**src/isl_pkg.sv**
```systemverilog
`timescale 1ns / 1ps
`default_nettype none

package isl_pkg;

    // Storage geometry
    localparam int CAPACITY   = 64;
    localparam int DATA_WIDTH = 32;

    // Field widths of the stream payloads
    localparam int CMD_W   = 3;
    localparam int POS_W   = 8;
    localparam int VALUE_W = 32;
    localparam int STAT_W  = 2;
    localparam int ECNT_W  = 7;

    // Index into the cell row, count of held entries, and a width wide enough
    // to compare a position against the count plus one without overflow.
    localparam int IDX_W = (CAPACITY > 1) ? $clog2(CAPACITY) : 1;
    localparam int CNT_W = $clog2(CAPACITY + 1);
    localparam int CMP_W = ((CNT_W > POS_W) ? CNT_W : POS_W) + 1;

    // Packed stream widths, rounded up to whole bytes
    localparam int S_BITS   = CMD_W + POS_W + VALUE_W;
    localparam int M_BITS   = VALUE_W + STAT_W + ECNT_W + 1;
    localparam int S_DATA_W = ((S_BITS + 7) / 8) * 8;
    localparam int M_DATA_W = ((M_BITS + 7) / 8) * 8;

    // Command codes
    localparam logic [CMD_W-1:0] CMD_ADD_FRONT = 3'd0;
    localparam logic [CMD_W-1:0] CMD_ADD_REAR  = 3'd1;
    localparam logic [CMD_W-1:0] CMD_REM_FRONT = 3'd2;
    localparam logic [CMD_W-1:0] CMD_REM_REAR  = 3'd3;
    localparam logic [CMD_W-1:0] CMD_INS_POS   = 3'd4;
    localparam logic [CMD_W-1:0] CMD_REM_POS   = 3'd5;

    // Status codes
    localparam logic [STAT_W-1:0] ST_OK        = 2'd0;
    localparam logic [STAT_W-1:0] ST_UNDERFLOW = 2'd1;
    localparam logic [STAT_W-1:0] ST_RANGE     = 2'd2;
    localparam logic [STAT_W-1:0] ST_FULL      = 2'd3;

    // Shift control broadcast to every cell of the row
    typedef struct packed {
        logic                  ins;
        logic                  rem;
        logic [IDX_W-1:0]      idx;
        logic [DATA_WIDTH-1:0] value;
    } cell_ctrl_t;

endpackage

`default_nettype wire

```
**src/isl_cell.sv**
```systemverilog
`timescale 1ns / 1ps
`default_nettype none

module isl_cell (
    input  wire                                 aclk,
    input  wire isl_pkg::cell_ctrl_t            ctrl,
    input  wire  [isl_pkg::IDX_W-1:0]           cell_index,
    input  wire  [isl_pkg::DATA_WIDTH-1:0]      left_data,
    input  wire  [isl_pkg::DATA_WIDTH-1:0]      right_data,
    output logic [isl_pkg::DATA_WIDTH-1:0]      data,
    output logic [isl_pkg::DATA_WIDTH-1:0]      tap
);

    logic [isl_pkg::DATA_WIDTH-1:0] data_reg;
    logic [isl_pkg::DATA_WIDTH-1:0] data_next;
    logic                           at_idx;
    logic                           after_idx;

    assign at_idx    = (cell_index == ctrl.idx);
    assign after_idx = (cell_index > ctrl.idx);

    // An insert opens a gap at the index and pushes later cells to the rear;
    // a removal closes the gap by pulling from the rear neighbor.
    always_comb begin
        data_next = data_reg;
        if (ctrl.ins) begin
            if (at_idx) begin
                data_next = ctrl.value;
            end else if (after_idx) begin
                data_next = left_data;
            end
        end else if (ctrl.rem) begin
            if (at_idx || after_idx) begin
                data_next = right_data;
            end
        end
    end

    always_ff @(posedge aclk) begin
        data_reg <= data_next;
    end

    // The cell at the removal index offers its value to the result bus.
    assign tap  = (ctrl.rem && at_idx) ? data_reg : '0;
    assign data = data_reg;

endmodule

`default_nettype wire

```
**config.mk**
```make
export PLATFORM = sky130hd
export DESIGN_NAME = isl_cell
export DESIGN_NICKNAME = d
export VERILOG_FILES = /design/src/isl_pkg.sv /design/src/isl_cell.sv
export SDC_FILE = /design/constraint.sdc
export NUM_CORES = 1
export LEC_CHECK = 0
export ABC_AREA = 1
export BUFFER_PORTS_ARGS = -buffer_cell sky130_fd_sc_hd__buf_4
export CAP_MARGIN = 20
export CORE_ASPECT_RATIO = 1.2
export CORE_MARGIN = 1
export CORE_UTILIZATION = 42
export CTS_CLUSTER_SIZE = 10
export DETAILED_ROUTE_END_ITERATION = 8
export GPL_TIMING_DRIVEN = 0
export PLACE_DENSITY = 0.82
export SETUP_SLACK_MARGIN = 0.05
export SLEW_MARGIN = 20
export SYNTH_ARGS = -nofsm -noshare
export SYNTH_HDL_FRONTEND = slang
export SYNTH_SLANG_ARGS = --single-unit
export TNS_END_PERCENT = 30
```
**constraint.sdc**
```tcl
create_clock -name aclk -period 2.4 [get_ports aclk]
set_input_delay 0.24 -clock aclk [delete_from_list [all_inputs] [get_ports aclk]]
set_output_delay 0.24 -clock aclk [all_outputs]
set_load 0.005 [all_outputs]
```
==> results of run 1 <==
[Yosys cell counts (all sizes together)]
library cell  count
nand2           108
inv              76
nand3            34
nor2             33
edfxtp           32
nand3b           31
buf              12
clkbuf            7
ha                6
a21oi             1
o21bai            1
or2               1
[worst max-delay path, stage by stage]
cell	delay [ns]
buf_4	0.07
inv_1	0.03
ha_1	0.30
nand2_2	0.09
nor2_8	0.19
nand2_4	0.11
nand3_1	0.10
nand2_1	0.06
inv_2	0.50
[cells in the final DEF (no fill, tap or decap)]
cell type / count
nand2_2: 2
nand3_2: 1
ha_1: 6
a21oi_1: 1
inv_1: 74
inv_2: 2
o21bai_1: 1
buf_6: 6
clkbuf_1: 8
clkinv_2: 1
buf_2: 3
buf_4: 176
nor2_8: 1
nand3b_1: 31
clkbuf_8: 5
nor2_1: 21
edfxtp_1: 32
or2_2: 1
nand2_4: 1
nand3_1: 33
nand2_1: 105
nor2_2: 11
[metal layers]
metal | vias up | global-route usage | part of all wire
met1 | 1170 | 0.2604 | 0.37
met4 | 0 | 0.08200 | 0.025
met5 | - | 0 | 0
li1 | 1394 | - | -
met2 | 123 | 0.4245 | 0.54
met3 | 14 | 0.04935 | 0.059
[final timing paths]
kind / slack (ns) / endpoint / depth (start not counted)
setup / recovery: 0.60 / data[7] / 9
hold / removal: 0.23 / data[23] / 3
[through the flow]
| stage | hold WS (ns) | setup WS [ns] | cell area, sq um | std cells | TNS, ns |
|---|---|---|---|---|---|
| global placement | 0.5106 | -0.06445 | 3864 | 595 | -2.024 |
| global route | 0.2361 | 0.4657 | 3941 | 602 | 0 |
| detailed placement | 0.5131 | 0.2913 | 3864 | 595 | 0 |
| CTS | 0.2283 | 0.5806 | 3941 | 602 | 0 |
| floorplan | 0.4256 | 0.3590 | 2465 | 342 | 0 |
| finish | 0.2318 | 0.5982 | 3941 | 602 | 0 |
[cell families after synthesis]
logic type                 count (synthesis)  share of synthesized area
and+or+nand+nor                          207                     0.4056
buffers and inverters                     95                     0.1690
DFF                                       32                     0.3898
adders and majority gates                  6                    0.03046
AOI/OAI and AO/OA                          2                   0.005075
[cell type report]
type	instances	area [sq um]	area share
Buffer	19	131.4	0.03333
Clock buffer	6	72.57	0.01841
Clock inverter	1	5.005	0.001270
Inverter	76	285.3	0.07238
Multi-Input combinational cell	215	1087	0.2759
Sequential cell	32	960.9	0.2438
Tap cell	80	100.1	0.02540
Timing Repair Buffer	173	1299	0.3295
[where the power goes]
part / internal [mW] / total (mW) / switching (mW)
clock network: 0.197 / 0.391 / 0.194
registers: 0.726 / 0.773 / 0.0470
logic: 0.290 / 0.523 / 0.233
==> flow_summary.json, run 1 <==
{
  "status": "completed",
  "yosysUniqueCellTypes": 20,
  "numPortBuffers": 173,
  "tritoncts": "built",
  "period_share": 0.7507,
  "gp_congestion": 0.8631,
  "required_ns": 2.31,
  "synthCells": 342,
  "cp-end-kind": "register",
  "largest_register_ffs": 32,
  "htree_levels": 2,
  "gr-total-overflow": 0,
  "netlist_area_sq_um": 2465,
  "drt_iter0_markers": 120,
  "ys_ff_latch": 32,
  "ys_seq_area_frac": 0.3898,
  "via_per_inst": 4.487,
  "diodes": 0,
  "die_x_um": 71.93,
  "drc": 0,
  "fin_total_pwr_mw": 1.688,
  "power_leakage_nw": 2.292,
  "cts.repair.resized": 0,
  "cts_inserted_buffers": 5,
  "worstPathArrival_ns": 1.71,
  "hold_buffers": 0,
  "crit_type": "input pin to register",
  "ir_drop_v": 0.0003466,
  "min_period_ns": 1.802,
  "synth_area_per_cell_sq_um": 7.207,
  "die_area_sq_um": 6180,
  "rsz0062_at_grt": "no",
  "drive_gt1_frac": 0.4023,
  "dieHeight_um": 85.92,
  "min-delay-start": "right_data[23]",
  "grt_max_degree": 33,
  "area_growth_pct": 59.90,
  "core_sq_um": 5668,
  "cts_setup_buffers": 0,
  "ioPinCount": 175,
  "nNetsFinal": 639,
  "drv_cap": 0,
  "grt_usage": 0.2310,
  "clock.fmax_ghz": 0.5550,
  "first_pass_iters": 5,
  "clk_pin_slew_ns": 0.07,
  "wl_per_cell_um": 12.06,
  "cts.path.max_buffers": 2,
  "wl_mm": 7.263,
  "fillers": 476,
  "grt_pass1_wl_mm": 11.03,
  "start_kind": "input pin",
  "cts.sinks": 32,
  "initial_core_util": 0.4349,
  "power.density_nw_per_um2": 428.2,
  "max-slew-margin-rel": 0.5496,
  "hp-class": "input pin to register",
  "synthTopCellsByArea": "edfxtp_1 (39%), nand2_1 (16%), inv_1 (11%)",
  "antenna_found_initial": 0,
  "slew_viol_final": 0,
  "drtAntennaViolNets": 0,
  "dp_hpwl_mm": 5.758,
  "grt_pass1_vias": 2481,
  "synth_largest_area_cell": "edfxtp_1",
  "setup_viol": 0,
  "dr_total_vias": 2701,
  "worstPathMaxFanout": 32,
  "yosys_warnings": 0,
  "cts_root_buf": "clkbuf_8",
  "yosys.area.top_type_share": 0.3898,
  "startpoint": "ctrl[35]",
  "worstMarginPinSlew_ns": 0.6746,
  "synth_nets": 459,
  "hold_violations": 0,
  "final_util": 0.6954,
  "fp-row-count": 30
}
Note: power is estimated with default switching activity, not from simulation.
==> run 2, diff against run 1 <==
==> constraint.sdc (replaced) <==
create_clock -name aclk -period 1.7 [get_ports aclk]
set_input_delay 0.17 -clock aclk [delete_from_list [all_inputs] [get_ports aclk]]
set_output_delay 0.17 -clock aclk [all_outputs]
set_load 0.005 [all_outputs]
==> run 2 against run 1 <==
Compared with the run above: the run now ends with negative setup slack left; via count increased by 4.1%; first-iteration DRC count is 42% higher; power up 44%; final cell count is the same; clock power rose by 39%; global-route usage increased by 0.11 points; utilization rose by 2.5 points; critical path type unchanged; highest routed layer unchanged.
==> flow_summary.json, run 2 (synthesized netlist as in run 1, its figures left out) <==
{
  "nNetsFinal": 639,
  "fin_total_pwr_mw": 2.423,
  "start_kind": "input pin",
  "clk_pin_slew_ns": 0.07,
  "dp_worst_setup_slack_ns": -0.3881,
  "grt_usage": 0.2321,
  "diodes": 0,
  "power.density_nw_per_um2": 593.7,
  "grt_pass1_wl_mm": 11.28,
  "gp_congestion": 0.8751,
  "switching_power_uw": 683.0,
  "grt_max_degree": 33,
  "p_seq_frac": 0.452,
  "critical_path_buf_inv_count": 4,
  "crit_type": "input pin to register",
  "fp-row-count": 30,
  "status": "complete, but fails checks",
  "min_period_ns": 1.709,
  "cts_inserted_buffers": 5,
  "worstPathArrival_ns": 1.51,
  "fillers": 488,
  "slew_viol_final": 0,
  "tritoncts": "built",
  "final_cell_mix": "buf_4 (168), nand2_1 (103), inv_1 (67), nand3_1 (32), edfxtp_1 (32)",
  "numPortBuffers": 173,
  "final_util": 0.7201,
  "hp-class": "input pin to register",
  "cts_root_buf": "clkbuf_8",
  "htree_levels": 2,
  "dp_cells": 595,
  "max_stage_delay_ns": 0.56,
  "grt_pass1_vias": 2522,
  "clockPowerShare": 0.224,
  "antenna_found_initial": 0,
  "fin_cells": 602,
  "setup_viol": 32,
  "wl_per_cell_um": 12.19,
  "ioPinCount": 175,
  "drt_iter0_markers": 170,
  "hold_buffers": 0,
  "required_ns": 1.50,
  "core_sq_um": 5668,
  "drive_gt1_frac": 0.4349,
  "mostFrequentLayoutCell": "buf_4",
  "period_share": 1.005,
  "cts_setup_buffers": 0,
  "comb_power_share": 0.324,
  "drtAntennaViolNets": 0,
  "cp-end-kind": "register",
  "first_pass_iters": 4,
  "crit_chain": "buf_6 -> inv_4 -> ha_4 -> nand2_4 -> inv_2 -> a21oi_2 -> nand3_2 -> nand2_2 -> clkinvlp_4",
  "violations": "negative setup slack",
  "hold_violations": 0,
  "min-delay-start": "right_data[5]",
  "die_area_sq_um": 6180,
  "ir_drop_v": 0.0004356,
  "dr_total_vias": 2811,
  "area_growth_pct": 65.58,
  "worstMarginPinSlew_ns": 0.6994,
  "whs_ns": 0.1666,
  "intPower_mw": 1.740,
  "dp_hpwl_mm": 5.781,
  "initial_core_util": 0.4349,
  "drc": 0,
  "wl_mm": 7.337,
  "holdPathEnd": "data[5]",
  "rsz0062_at_grt": "yes",
  "max-slew-margin-rel": 0.5328,
  "gr-total-overflow": 0,
  "cts.path.max_buffers": 2,
  "worstPathMaxFanout": 32,
  "min_path_cells": 3,
  "worst_slack_ns": -0.008824,
  "p_sw_frac": 0.2818,
  "die_x_um": 71.93,
  "largest_register_ffs": 32,
  "clock.fmax_ghz": 0.5852,
  "crit_path_top_delay_cell": "clkinvlp_4",
  "drv_cap": 0,
  "cts.sinks": 32,
  "via_per_inst": 4.669,
  "dieHeight_um": 85.92,
  "cpLargestDelayFamily": "buffers and inverters",
  "power_leakage_nw": 2.303
}
==> run 2: power by group through the flow <==
stage / Sequential, mW / Combinational (mW) / Clock, mW
floorplan: 1.11 / 0.309 / 0
global placement: 1.11 / 0.754 / 0
detailed placement: 1.11 / 0.772 / 0
CTS: 1.10 / 0.793 / 0.554
global route: 1.11 / 0.865 / 0.589
finish: 1.09 / 0.785 / 0.544
==> run 2: layer usage <==
metal | up-vias | GRT usage | part of all wire
met2 | 118 | 0.4005 | 0.52
met5 | - | 0 | 0
met3 | 20 | 0.04583 | 0.060
met1 | 1277 | 0.2756 | 0.39
li1 | 1396 | - | -
met4 | 0 | 0.1087 | 0.031
==> run 2: what timing repair did <==
action | in CTS | in global routing
gates resized for setup | 15 | 0
endpoints found under the setup margin | 32 | 53
pin swaps | 5 | 1
==> run 2: layout make-up <==
cell class | count | area (sq um) | area share
Inverter | 76 | 296.5 | 0.07265
Clock inverter | 1 | 5.005 | 0.001226
Buffer | 19 | 131.4 | 0.03219
Sequential cell | 32 | 960.9 | 0.2354
Multi-Input combinational cell | 215 | 1186 | 0.2906
Timing Repair Buffer | 173 | 1329 | 0.3256
Clock buffer | 6 | 72.57 | 0.01778
Tap cell | 80 | 100.1 | 0.02452
==> run 2: worst max path at each step <==
stage / from / endpoint / depth (start not counted)
floorplan: cell_index[0] / data[0] / 8
global placement: ctrl[32] / data[16] / 8
detailed placement: ctrl[32] / data[16] / 8
CTS: cell_index[4] / data[9] / 8
global route: ctrl[33] / data[9] / 9
finish: ctrl[36] / data[9] / 9
==> run 2: per-stage QoR <==
stage | TNS (ns) | cell area, sq um
after floorplan | 0 | 2547
after global placement | -11.26 | 3946
after detailed placement | -12.38 | 3946
after CTS | -1.097 | 4081
after global routing | -3.640 | 4081
final | -0.1525 | 4081
