==> src/isl_pkg.sv <==
`timescale 1ns / 1ps
`default_nettype none

package isl_pkg;

    // Storage geometry
    localparam int CAPACITY   = 64;
    localparam int DATA_WIDTH = 32;

    // Field widths of the stream payloads
    localparam int CMD_W   = 3;
    localparam int POS_W   = 8;
    localparam int VALUE_W = 32;
    localparam int STAT_W  = 2;
    localparam int ECNT_W  = 7;

    // Index into the cell row, count of held entries, and a width wide enough
    // to compare a position against the count plus one without overflow.
    localparam int IDX_W = (CAPACITY > 1) ? $clog2(CAPACITY) : 1;
    localparam int CNT_W = $clog2(CAPACITY + 1);
    localparam int CMP_W = ((CNT_W > POS_W) ? CNT_W : POS_W) + 1;

    // Packed stream widths, rounded up to whole bytes
    localparam int S_BITS   = CMD_W + POS_W + VALUE_W;
    localparam int M_BITS   = VALUE_W + STAT_W + ECNT_W + 1;
    localparam int S_DATA_W = ((S_BITS + 7) / 8) * 8;
    localparam int M_DATA_W = ((M_BITS + 7) / 8) * 8;

    // Command codes
    localparam logic [CMD_W-1:0] CMD_ADD_FRONT = 3'd0;
    localparam logic [CMD_W-1:0] CMD_ADD_REAR  = 3'd1;
    localparam logic [CMD_W-1:0] CMD_REM_FRONT = 3'd2;
    localparam logic [CMD_W-1:0] CMD_REM_REAR  = 3'd3;
    localparam logic [CMD_W-1:0] CMD_INS_POS   = 3'd4;
    localparam logic [CMD_W-1:0] CMD_REM_POS   = 3'd5;

    // Status codes
    localparam logic [STAT_W-1:0] ST_OK        = 2'd0;
    localparam logic [STAT_W-1:0] ST_UNDERFLOW = 2'd1;
    localparam logic [STAT_W-1:0] ST_RANGE     = 2'd2;
    localparam logic [STAT_W-1:0] ST_FULL      = 2'd3;

    // Shift control broadcast to every cell of the row
    typedef struct packed {
        logic                  ins;
        logic                  rem;
        logic [IDX_W-1:0]      idx;
        logic [DATA_WIDTH-1:0] value;
    } cell_ctrl_t;

endpackage

`default_nettype wire

==> src/isl_decode.sv <==
`timescale 1ns / 1ps
`default_nettype none

module isl_decode (
    input  wire  [isl_pkg::CMD_W-1:0]      command,
    input  wire  [isl_pkg::POS_W-1:0]      position,
    input  wire  [isl_pkg::VALUE_W-1:0]    value_in,
    input  wire  [isl_pkg::CNT_W-1:0]      count,
    output isl_pkg::cell_ctrl_t            ctrl,
    output logic [isl_pkg::STAT_W-1:0]     status,
    output logic [isl_pkg::CNT_W-1:0]      count_next
);

    logic [isl_pkg::CMP_W-1:0] pos_ext;
    logic [isl_pkg::CMP_W-1:0] pos_m1;
    logic [isl_pkg::CMP_W-1:0] cnt_ext;
    logic [isl_pkg::CMP_W-1:0] cnt_m1;
    logic                      full;
    logic                      empty;

    assign pos_ext = isl_pkg::CMP_W'(position);
    assign pos_m1  = pos_ext - isl_pkg::CMP_W'(1);
    assign cnt_ext = isl_pkg::CMP_W'(count);
    assign cnt_m1  = cnt_ext - isl_pkg::CMP_W'(1);
    assign full    = (cnt_ext >= isl_pkg::CMP_W'(isl_pkg::CAPACITY));
    assign empty   = (count == '0);

    // Command decode: legality checks, shift index and the new count.
    always_comb begin
        ctrl.ins   = 1'b0;
        ctrl.rem   = 1'b0;
        ctrl.idx   = '0;
        ctrl.value = isl_pkg::DATA_WIDTH'(value_in);
        status     = isl_pkg::ST_OK;
        case (command)
            isl_pkg::CMD_ADD_FRONT: begin
                if (full) begin
                    status = isl_pkg::ST_FULL;
                end else begin
                    ctrl.ins = 1'b1;
                end
            end
            isl_pkg::CMD_ADD_REAR: begin
                if (full) begin
                    status = isl_pkg::ST_FULL;
                end else begin
                    ctrl.ins = 1'b1;
                    ctrl.idx = cnt_ext[isl_pkg::IDX_W-1:0];
                end
            end
            isl_pkg::CMD_REM_FRONT: begin
                if (empty) begin
                    status = isl_pkg::ST_UNDERFLOW;
                end else begin
                    ctrl.rem = 1'b1;
                end
            end
            isl_pkg::CMD_REM_REAR: begin
                if (empty) begin
                    status = isl_pkg::ST_UNDERFLOW;
                end else begin
                    ctrl.rem = 1'b1;
                    ctrl.idx = cnt_m1[isl_pkg::IDX_W-1:0];
                end
            end
            isl_pkg::CMD_INS_POS: begin
                if (pos_ext == '0 || pos_ext > cnt_ext + isl_pkg::CMP_W'(1)) begin
                    status = isl_pkg::ST_RANGE;
                end else if (full) begin
                    status = isl_pkg::ST_FULL;
                end else begin
                    ctrl.ins = 1'b1;
                    ctrl.idx = pos_m1[isl_pkg::IDX_W-1:0];
                end
            end
            isl_pkg::CMD_REM_POS: begin
                if (pos_ext == '0 || pos_ext > cnt_ext) begin
                    status = isl_pkg::ST_RANGE;
                end else begin
                    ctrl.rem = 1'b1;
                    ctrl.idx = pos_m1[isl_pkg::IDX_W-1:0];
                end
            end
            default: begin
                status = isl_pkg::ST_RANGE;
            end
        endcase
    end

    // Count after the command
    always_comb begin
        count_next = count;
        if (ctrl.ins) begin
            count_next = count + isl_pkg::CNT_W'(1);
        end else if (ctrl.rem) begin
            count_next = count - isl_pkg::CNT_W'(1);
        end
    end

endmodule

`default_nettype wire

==> config.mk <==
export PLATFORM = sky130hd
export DESIGN_NAME = isl_decode
export DESIGN_NICKNAME = d
export VERILOG_FILES = /design/src/isl_pkg.sv /design/src/isl_decode.sv
export SDC_FILE = /design/constraint.sdc
export NUM_CORES = 1
export LEC_CHECK = 0
export CAP_MARGIN = 20
export CELL_PAD_IN_SITES_DETAIL_PLACEMENT = 2
export CELL_PAD_IN_SITES_GLOBAL_PLACEMENT = 2
export CORE_MARGIN = 3
export CORE_UTILIZATION = 30
export DETAILED_ROUTE_END_ITERATION = 10
export DONT_BUFFER_PORTS = 1
export GPL_ROUTABILITY_DRIVEN = 0
export PLACE_DENSITY_LB_ADDON = 0.1
export REMOVE_ABC_BUFFERS = 1
export SYNTH_ARGS = -nofsm -noshare
export SYNTH_HDL_FRONTEND = slang
export SYNTH_SLANG_ARGS = --single-unit
==> constraint.sdc <==
create_clock -name vclk -period 2.7
set_input_delay 0.27 -clock vclk [all_inputs]
set_output_delay 0.27 -clock vclk [all_outputs]
set_load 0.01 [all_outputs]
==> results of run 1 <==
==> worst paths after layout <==
path	end	cells after the start	slack (ns)	from
worst max-delay path	count_next[1]	11	0.06	count[0]
worst min-delay path	ctrl[17]	0	0.54	value_in[17]
==> synth_stat cells (2+ instances only) <==
cell | count | area (um2)
o31ai_1 | 6 | 45.0
a22oi_1 | 3 | 22.5
nor2_1 | 7 | 26.3
buf_4 | 32 | 240
nand4_1 | 3 | 18.8
nand3_1 | 7 | 35.0
ha_1 | 19 | 238
nand2_1 | 9 | 33.8
o21ai_0 | 6 | 30.0
nor3b_1 | 2 | 15.0
nor2b_1 | 3 | 18.8
and3_1 | 2 | 12.5
a21oi_1 | 13 | 65.1
o22ai_1 | 2 | 12.5
and4_1 | 2 | 17.5
xor2_1 | 2 | 17.5
nor3_1 | 8 | 40.0
a21o_1 | 2 | 15.0
and2_4 | 2 | 17.5
a32oi_1 | 2 | 17.5
inv_1 | 13 | 48.8
xnor2_1 | 12 | 105
nand2b_1 | 2 | 12.5
clkbuf_1 | 4 | 15.0
==> kinds of logic after synthesis <==
| kind of cell | share of synthesized area [%] |
|---|---|
| AO/OA/AOI/OAI | 25.9 |
| XOR/XNOR | 9.17 |
| adder cells (fa/ha/maj) | 17.8 |
| buffers and inverters | 23.1 |
| AND/OR/NAND/NOR | 24.0 |
==> stage by stage <==
step | TNS (ns) | util (%)
after detailed placement | -0.596 | 30.8
after floorplan | 0 | -
after global routing | -0.0766 | 35.1
final | 0 | 35.1
after global placement | 0 | 30.8
after CTS | 0 | 31.8
==> final cells by class <==
class              instances  area (um2)
well taps                 50        62.6
fillers                  495        2690
repair buffers            25         191
multi-input cells        133        1150
inverters                 13        48.8
==> power groups by stage <==
stage / logic (mW) / registers, mW / clock network [mW]
floorplan: 0.134 / 0 / 0
detailed placement: 0.197 / 0 / 0
finish: 0.229 / 0 / 0
global route: 0.253 / 0 / 0
CTS: 0.206 / 0 / 0
global placement: 0.190 / 0 / 0
==> repair_timing <==
action / CTS / global route
buffers inserted: 1 / 6
hold endpoints to repair: 0 / 0
resized for setup: 7 / 15
cloned: 0 / 1
setup endpoints to repair: 12 / 13
pin swaps: 3 / 11
==> metal layers <==
metal / share of wire [%] / vias to the layer above / wire [um]
met4: 0 / 0 / 0
met1: 43 / 639 / 2500
met2: 46 / 59 / 2640
met5: 0 / - / 0
li1: - / 605 / -
met3: 11 / 0 / 639
==> results.sh, run 1 <==
export IMPL_status="finished clean"
export IMPL_total_power_mw=0.229
export IMPL_synth_cells=182
export IMPL_fin_cells=221
export IMPL_placedInstanceArea_um2=1270
export IMPL_p_sw_mw=0.125
export IMPL_drc=0
export IMPL_path_buf_inv=1
export IMPL_track_usage_pct=20.8
export IMPL_io_buffers=0
export IMPL_rows=23
export IMPL_viasPerCell=5.90
export IMPL_insertedDiodeCount=0
export IMPL_final_common_cell="buf_4"
export IMPL_routed_wl_um=5780
export IMPL_holdBufCountCts=0
export IMPL_ioPinCount=99
export IMPL_cp_max_fo=8
export IMPL_nets=242
export IMPL_vias=1303
export IMPL_grt_use_met3_pct=11.0
export IMPL_period_share_pct=97.7
export IMPL_grt_busiest_layer="met2"
export IMPL_clkbuf_count=0
export IMPL_grt_use_met2_pct=32.0
export IMPL_layout_common_cells="buf_4, ha_1, inv_1"
export IMPL_seq_cells=0
export IMPL_timing_worst_slew_pin_value_ns=0.488
export IMPL_wire_per_inst_um=26.1
export IMPL_grt_first_pass_wirelength_um=8360
export IMPL_layout_setup_ws_ns=0.0627
export IMPL_fin_area_um2=1450
export IMPL_holdWs_ns=0.540
export IMPL_crit_type="in -> out"
export IMPL_overflow=0
export IMPL_dieHeight_um=72.8
export IMPL_cp_start_kind="input pin"
export IMPL_max_freq_mhz=379
export IMPL_seq_area_um2=0
export IMPL_die_w_um=72.8
export IMPL_antenna_found_initial=0
export IMPL_cp_arrival_ns=2.37
export IMPL_cp_end_kind="output port"
export IMPL_path_cells="ha_4 > and3_4 > nand3_4 > xnor2_2 > ha_1 > nand4_1 > buf_4 > a21oi_4 > o21ai_4 > and2_4 > a2111oi_4"
export IMPL_maxCapViolations=0
export IMPL_coreArea_um2=4140
export IMPL_cp_required_ns=2.43
export IMPL_cp_top_family="compound AO/OA/AOI/OAI gates"
export IMPL_grt_pass1_vias=1465
export IMPL_grt_max_degree=10
export IMPL_dp_cells=213
export IMPL_hold_violations=0
export IMPL_dp_slack_ns=-0.0811
export IMPL_critPathMaxStageDelay_ns=0.41
export IMPL_cpMaxStageDelayCell="a2111oi_4"
export IMPL_final_max_slew_viol_count=0
export IMPL_ys_types=43
export IMPL_synth_yosys_warnings=0
export IMPL_dieArea_um2=5300
export IMPL_ir_drop_mv=0.0519
export IMPL_power_density_nw_per_um2=158
export IMPL_p_leak_nw=0.594
export IMPL_power_internal_mw=0.104
export IMPL_hold_path_class="in -> out"
export IMPL_area_growth_pct=8.61
export IMPL_ys_seq_area_share_pct=0
export IMPL_syn_cell_area_um2=1340
export IMPL_ant_nets=0
export IMPL_p_clk_share_pct=0
export IMPL_drive_above_1_share_pct=30.4
export IMPL_start_util_pct=32.3
export IMPL_slew_headroom_pct=67.5
export IMPL_first_iter_violations=25
export IMPL_p_sw_share_pct=54.7
export IMPL_dp_hpwl_um=4610
export IMPL_setup_viol=0
export IMPL_seq_power_share_pct=0
export IMPL_firstDrtPassIters=4
export IMPL_fin_crit_ns=2.64
export IMPL_pwr_share_comb_pct=100.0
export IMPL_avgSynthCellArea_um2=7.35
export IMPL_grtUsageMet1_pct=27.3
(Power assumes the default switching activity.)
==> run 2: changes to the inputs <==
- SETUP_SLACK_MARGIN: not set -> 0.4
==> run 2 against run 1 <==
Die area is the same. Clock-buffer cell count is the same. Critical path depth grew 2. Worst setup slack gained 0.0083 ns. Flip-flop and latch count is the same. Sequential share of layout area is the same. Cell count grew 1.4%. Maximum frequency grew 0.32%. Power grew 12%. Design area grew 11%. Via count grew 4.1%.
==> results.sh, run 2 (synthesis gave the netlist of run 1 again) <==
export IMPL_wire_per_inst_um=27.4
export IMPL_layout_common_cells="buf_4, ha_1, inv_1"
export IMPL_insertedDiodeCount=0
export IMPL_holdPathEnd="ctrl[17]"
export IMPL_drive_above_1_share_pct=42.0
export IMPL_cp_max_fo=8
export IMPL_grt_pass1_vias=1536
export IMPL_seq_area_um2=0
export IMPL_period_share_pct=97.4
export IMPL_fin_area_um2=1610
export IMPL_vias=1356
export IMPL_ioPinCount=99
export IMPL_area_growth_pct=20.6
export IMPL_holdWs_ns=0.540
export IMPL_power_density_nw_per_um2=158
export IMPL_ir_drop_mv=0.0590
export IMPL_crit_type="in -> out"
export IMPL_worstSetupStartpoint="count[0]"
export IMPL_viasPerCell=6.05
export IMPL_hold_path_class="in -> out"
export IMPL_min_from="value_in[17]"
export IMPL_slew_headroom_pct=66.3
export IMPL_crit_path_frequent_cell="buf_4"
export IMPL_firstDrtPassIters=4
export IMPL_p_leak_nw=0.643
export IMPL_critPathMaxStageDelay_ns=0.32
export IMPL_nets=245
export IMPL_ant_nets=0
export IMPL_dp_hpwl_um=4610
export IMPL_layout_setup_ws_ns=0.0710
export IMPL_total_power_mw=0.255
export IMPL_cp_required_ns=2.43
export IMPL_io_buffers=0
export IMPL_cp_start_kind="input pin"
export IMPL_seq_cells=0
export IMPL_hold_violations=0
export IMPL_routed_wl_um=6130
export IMPL_dieArea_um2=5300
export IMPL_die_w_um=72.8
export IMPL_final_common_cell="buf_4"
export IMPL_setup_viol=0
export IMPL_dieHeight_um=72.8
export IMPL_dp_slack_ns=-0.0811
export IMPL_dp_cells=213
export IMPL_tns_ns=0
export IMPL_rsz0062_at_grt="yes"
export IMPL_max_freq_mhz=380
export IMPL_grt_first_pass_wirelength_um=9290
export IMPL_status="finished clean"
export IMPL_hold_path_cell_count=0
export IMPL_final_max_slew_viol_count=0
export IMPL_rows=23
export IMPL_grt_max_degree=10
export IMPL_fin_cells=224
export IMPL_cpMaxStageDelayCell="ha_1"
export IMPL_track_usage_pct=23.4
export IMPL_overflow=0
export IMPL_drc=0
export IMPL_cp_end_kind="output port"
export IMPL_cp_arrival_ns=2.36
export IMPL_timing_worst_slew_pin_value_ns=0.505
export IMPL_start_util_pct=32.3
export IMPL_placedInstanceArea_um2=1270
export IMPL_fin_crit_ns=2.63
export IMPL_coreArea_um2=4140
export IMPL_antenna_found_initial=0
export IMPL_clkbuf_count=0
export IMPL_first_iter_violations=36
export IMPL_path_cells="ha_4 > and3_4 > nand3_4 > xnor2_2 > ha_1 > nand4_1 > buf_4 > a21oi_4 > buf_4 > o21ai_4 > a21oi_2 > xnor2_1 > buf_4"
export IMPL_fin_util_pct=38.9
export IMPL_maxCapViolations=0
[run 2: power by group]
part | switching, mW | internal [mW]
clock network | 0 | 0
registers | 0 | 0
logic | 0.137 | 0.119
total | 0.137 | 0.119
[run 2: layer usage]
layer,routed length [um],GRT usage [%]
met4,0,0
met2,2920,38.5
met3,670,11.2
met1,2540,29.5
met5,0,3.03
[run 2: critical path: cells and delay by family]
kind	cells	cell delay, ns
simple gates	3	0.39
fa+ha+maj	2	0.44
xor+xnor	2	0.30
buf+inv	3	0.49
compound gates	3	0.45
[run 2: final cells by class]
class | count | area [um2]
fillers | 473 | 2530
multi-input cells | 133 | 1270
repair buffers | 28 | 233
well taps | 50 | 62.6
inverters | 13 | 48.8
[run 2: worst max path at each step]
stage / end / slack [ns] / cells past startpoint
detailed placement: count_next[1] / -0.08 / 10
CTS: count_next[1] / 0.17 / 12
global placement: count_next[0] / 0.08 / 12
finish: count_next[0] / 0.07 / 13
floorplan: count_next[1] / 0.22 / 10
global route: count_next[0] / -0.03 / 13
[run 2: repair_timing]
item	CTS	global route
cloned	1	0
gates resized for setup	38	8
pin swaps	27	1
setup endpoints to repair	16	16
hold buffers	0	0
setup buffers	9	1
==> run 3: changes to the inputs <==
- CORE_MARGIN: 3 -> 2
- PLACE_DENSITY_LB_ADDON: 0.1 -> 0.3
==> run 3 against run 2 <==
Design area is 0.16% higher. Combinational power increased by 2%. Highest routed layer unchanged. Sequential share of layout area did not move. Critical endpoint is now count_next[1]. Core utilization is 1.6 points lower. Maximum frequency shrank 0.19%.
==> results.sh, run 3 (synthesis gave the netlist of run 1 again) <==
export IMPL_fin_crit_ns=2.63
export IMPL_cp_max_fo=8
export IMPL_final_common_cell="buf_4"
export IMPL_path_buf_inv=2
export IMPL_track_usage_pct=25.1
export IMPL_dieArea_um2=5010
export IMPL_p_clk_share_pct=0
export IMPL_io_buffers=0
export IMPL_clkbuf_count=0
export IMPL_power_density_nw_per_um2=161
export IMPL_hold_violations=0
export IMPL_final_max_slew_viol_count=0
export IMPL_multi_input_area_um2=1330
export IMPL_seq_cells=0
export IMPL_firstDrtPassIters=4
export IMPL_crit_path_frequent_cell="ha_4"
export IMPL_cp_top_family="compound AO/OA/AOI/OAI gates"
export IMPL_cp_arrival_ns=2.36
export IMPL_rows=24
export IMPL_n_fill_cell=496
export IMPL_total_power_mw=0.260
export IMPL_p_sw_share_pct=55.6
export IMPL_grt_max_degree=10
export IMPL_path_cells="clkinvlp_4 > ha_4 > inv_1 > ha_4 > nor2b_1 > o211ai_1 > a21oi_4 > o21ai_4 > a211oi_1 > a2111oi_4"
export IMPL_pwr_share_comb_pct=100.0
export IMPL_p_sw_mw=0.144
export IMPL_first_iter_violations=63
export IMPL_power_internal_mw=0.115
export IMPL_area_growth_pct=20.8
export IMPL_cp_end_kind="output port"
export IMPL_max_freq_mhz=380
export IMPL_crit_end="count_next[1]"
export IMPL_cpMaxStageDelayCell="o211ai_1"
export IMPL_rsz0062_at_grt="yes"
export IMPL_period_share_pct=97.6
export IMPL_insertedDiodeCount=0
export IMPL_maxCapViolations=0
export IMPL_wire_per_inst_um=29.0
export IMPL_die_w_um=70.8
export IMPL_dieHeight_um=70.8
export IMPL_layout_common_cells="buf_4, ha_1, inv_1"
export IMPL_hold_path_cell_count=0
export IMPL_holdBufCountCts=0
export IMPL_vias=1342
export IMPL_grt_first_pass_wirelength_um=9690
export IMPL_grt_pass1_vias=1491
export IMPL_status="finished clean"
export IMPL_nets=238
export IMPL_ant_nets=0
export IMPL_seq_power_share_pct=0
export IMPL_drc=0
export IMPL_coreArea_um2=4320
export IMPL_drive_above_1_share_pct=40.7
export IMPL_critPathMaxStageDelay_ns=0.32
export IMPL_cp_required_ns=2.43
export IMPL_routed_wl_um=6350
export IMPL_p_leak_nw=0.610
export IMPL_cp_start_kind="input pin"
export IMPL_crit_type="in -> out"
export IMPL_overflow=0
export IMPL_worstSetupStartpoint="count[0]"
export IMPL_start_util_pct=30.9
export IMPL_ioPinCount=99
export IMPL_ir_drop_mv=0.0631
export IMPL_slew_headroom_pct=54.1
export IMPL_setup_viol=0
export IMPL_hold_path_class="in -> out"
export IMPL_timing_worst_slew_pin_value_ns=0.686
export IMPL_antenna_found_initial=0
export IMPL_viasPerCell=6.13
export IMPL_cp_num_cells=10
export IMPL_dp_hpwl_um=4790
export IMPL_seq_area_um2=0
export IMPL_tns_ns=0
[run 3: cell types whose count changed in the layout (fill, tap and decap cells not counted), moves of 2 or more]
cell     change
buf_4        -4
o31ai_4      +5
a21oi_2      -2
buf_6        -3
o31ai_2      -5
[run 3: per-layer routing]
| metal | routed length [um] | global-route usage, % | part of all wire, % |
|---|---|---|---|
| met5 | 0 | 5.05 | 0 |
| met4 | 0 | 0.210 | 0 |
| met3 | 637 | 12.1 | 10 |
| met2 | 2980 | 40.4 | 47 |
| met1 | 2730 | 32.2 | 43 |
[run 3: worst min path at each step]
stage | start | to
after CTS | value_in[0] | ctrl[0]
after global placement | value_in[0] | ctrl[0]
after detailed placement | value_in[0] | ctrl[0]
after floorplan | value_in[0] | ctrl[0]
after global routing | value_in[24] | ctrl[24]
final | value_in[21] | ctrl[21]
[run 3: power groups by stage]
stage	logic [mW]	clock network, mW	registers (mW)
after floorplan	0.134	0	0
after global placement	0.181	0	0
after detailed placement	0.189	0	0
after CTS	0.239	0	0
after global routing	0.281	0	0
final	0.260	0	0
[run 3: stage by stage]
stage,setup slack (ns),std cells,util (%),hold slack (ns),area (um2)
2_1_floorplan,0.221,145,-,0.540,1080
3_3_place_gp,0.0725,210,28.7,0.540,1240
6_report,0.0659,219,37.4,0.540,1620
4_1_cts,0.120,217,35.6,0.540,1540
3_5_place_dp,-0.0690,210,28.7,0.540,1240
5_1_grt,-0.0315,219,37.4,0.540,1620
[run 3: cell type report]
cell class | instances | share of cell area (%)
multi-input combinational | 133 | 82.3
tap | 52 | 4.03
inverter | 13 | 3.25
timing repair buffer | 21 | 10.5
[run 3: what timing repair did]
| item | CTS | global route |
|---|---|---|
| gates cloned | 1 | 0 |
| setup buffers | 6 | 2 |
| pin swaps | 23 | 10 |
| gates resized for setup | 40 | 10 |
| setup endpoints to repair | 16 | 16 |
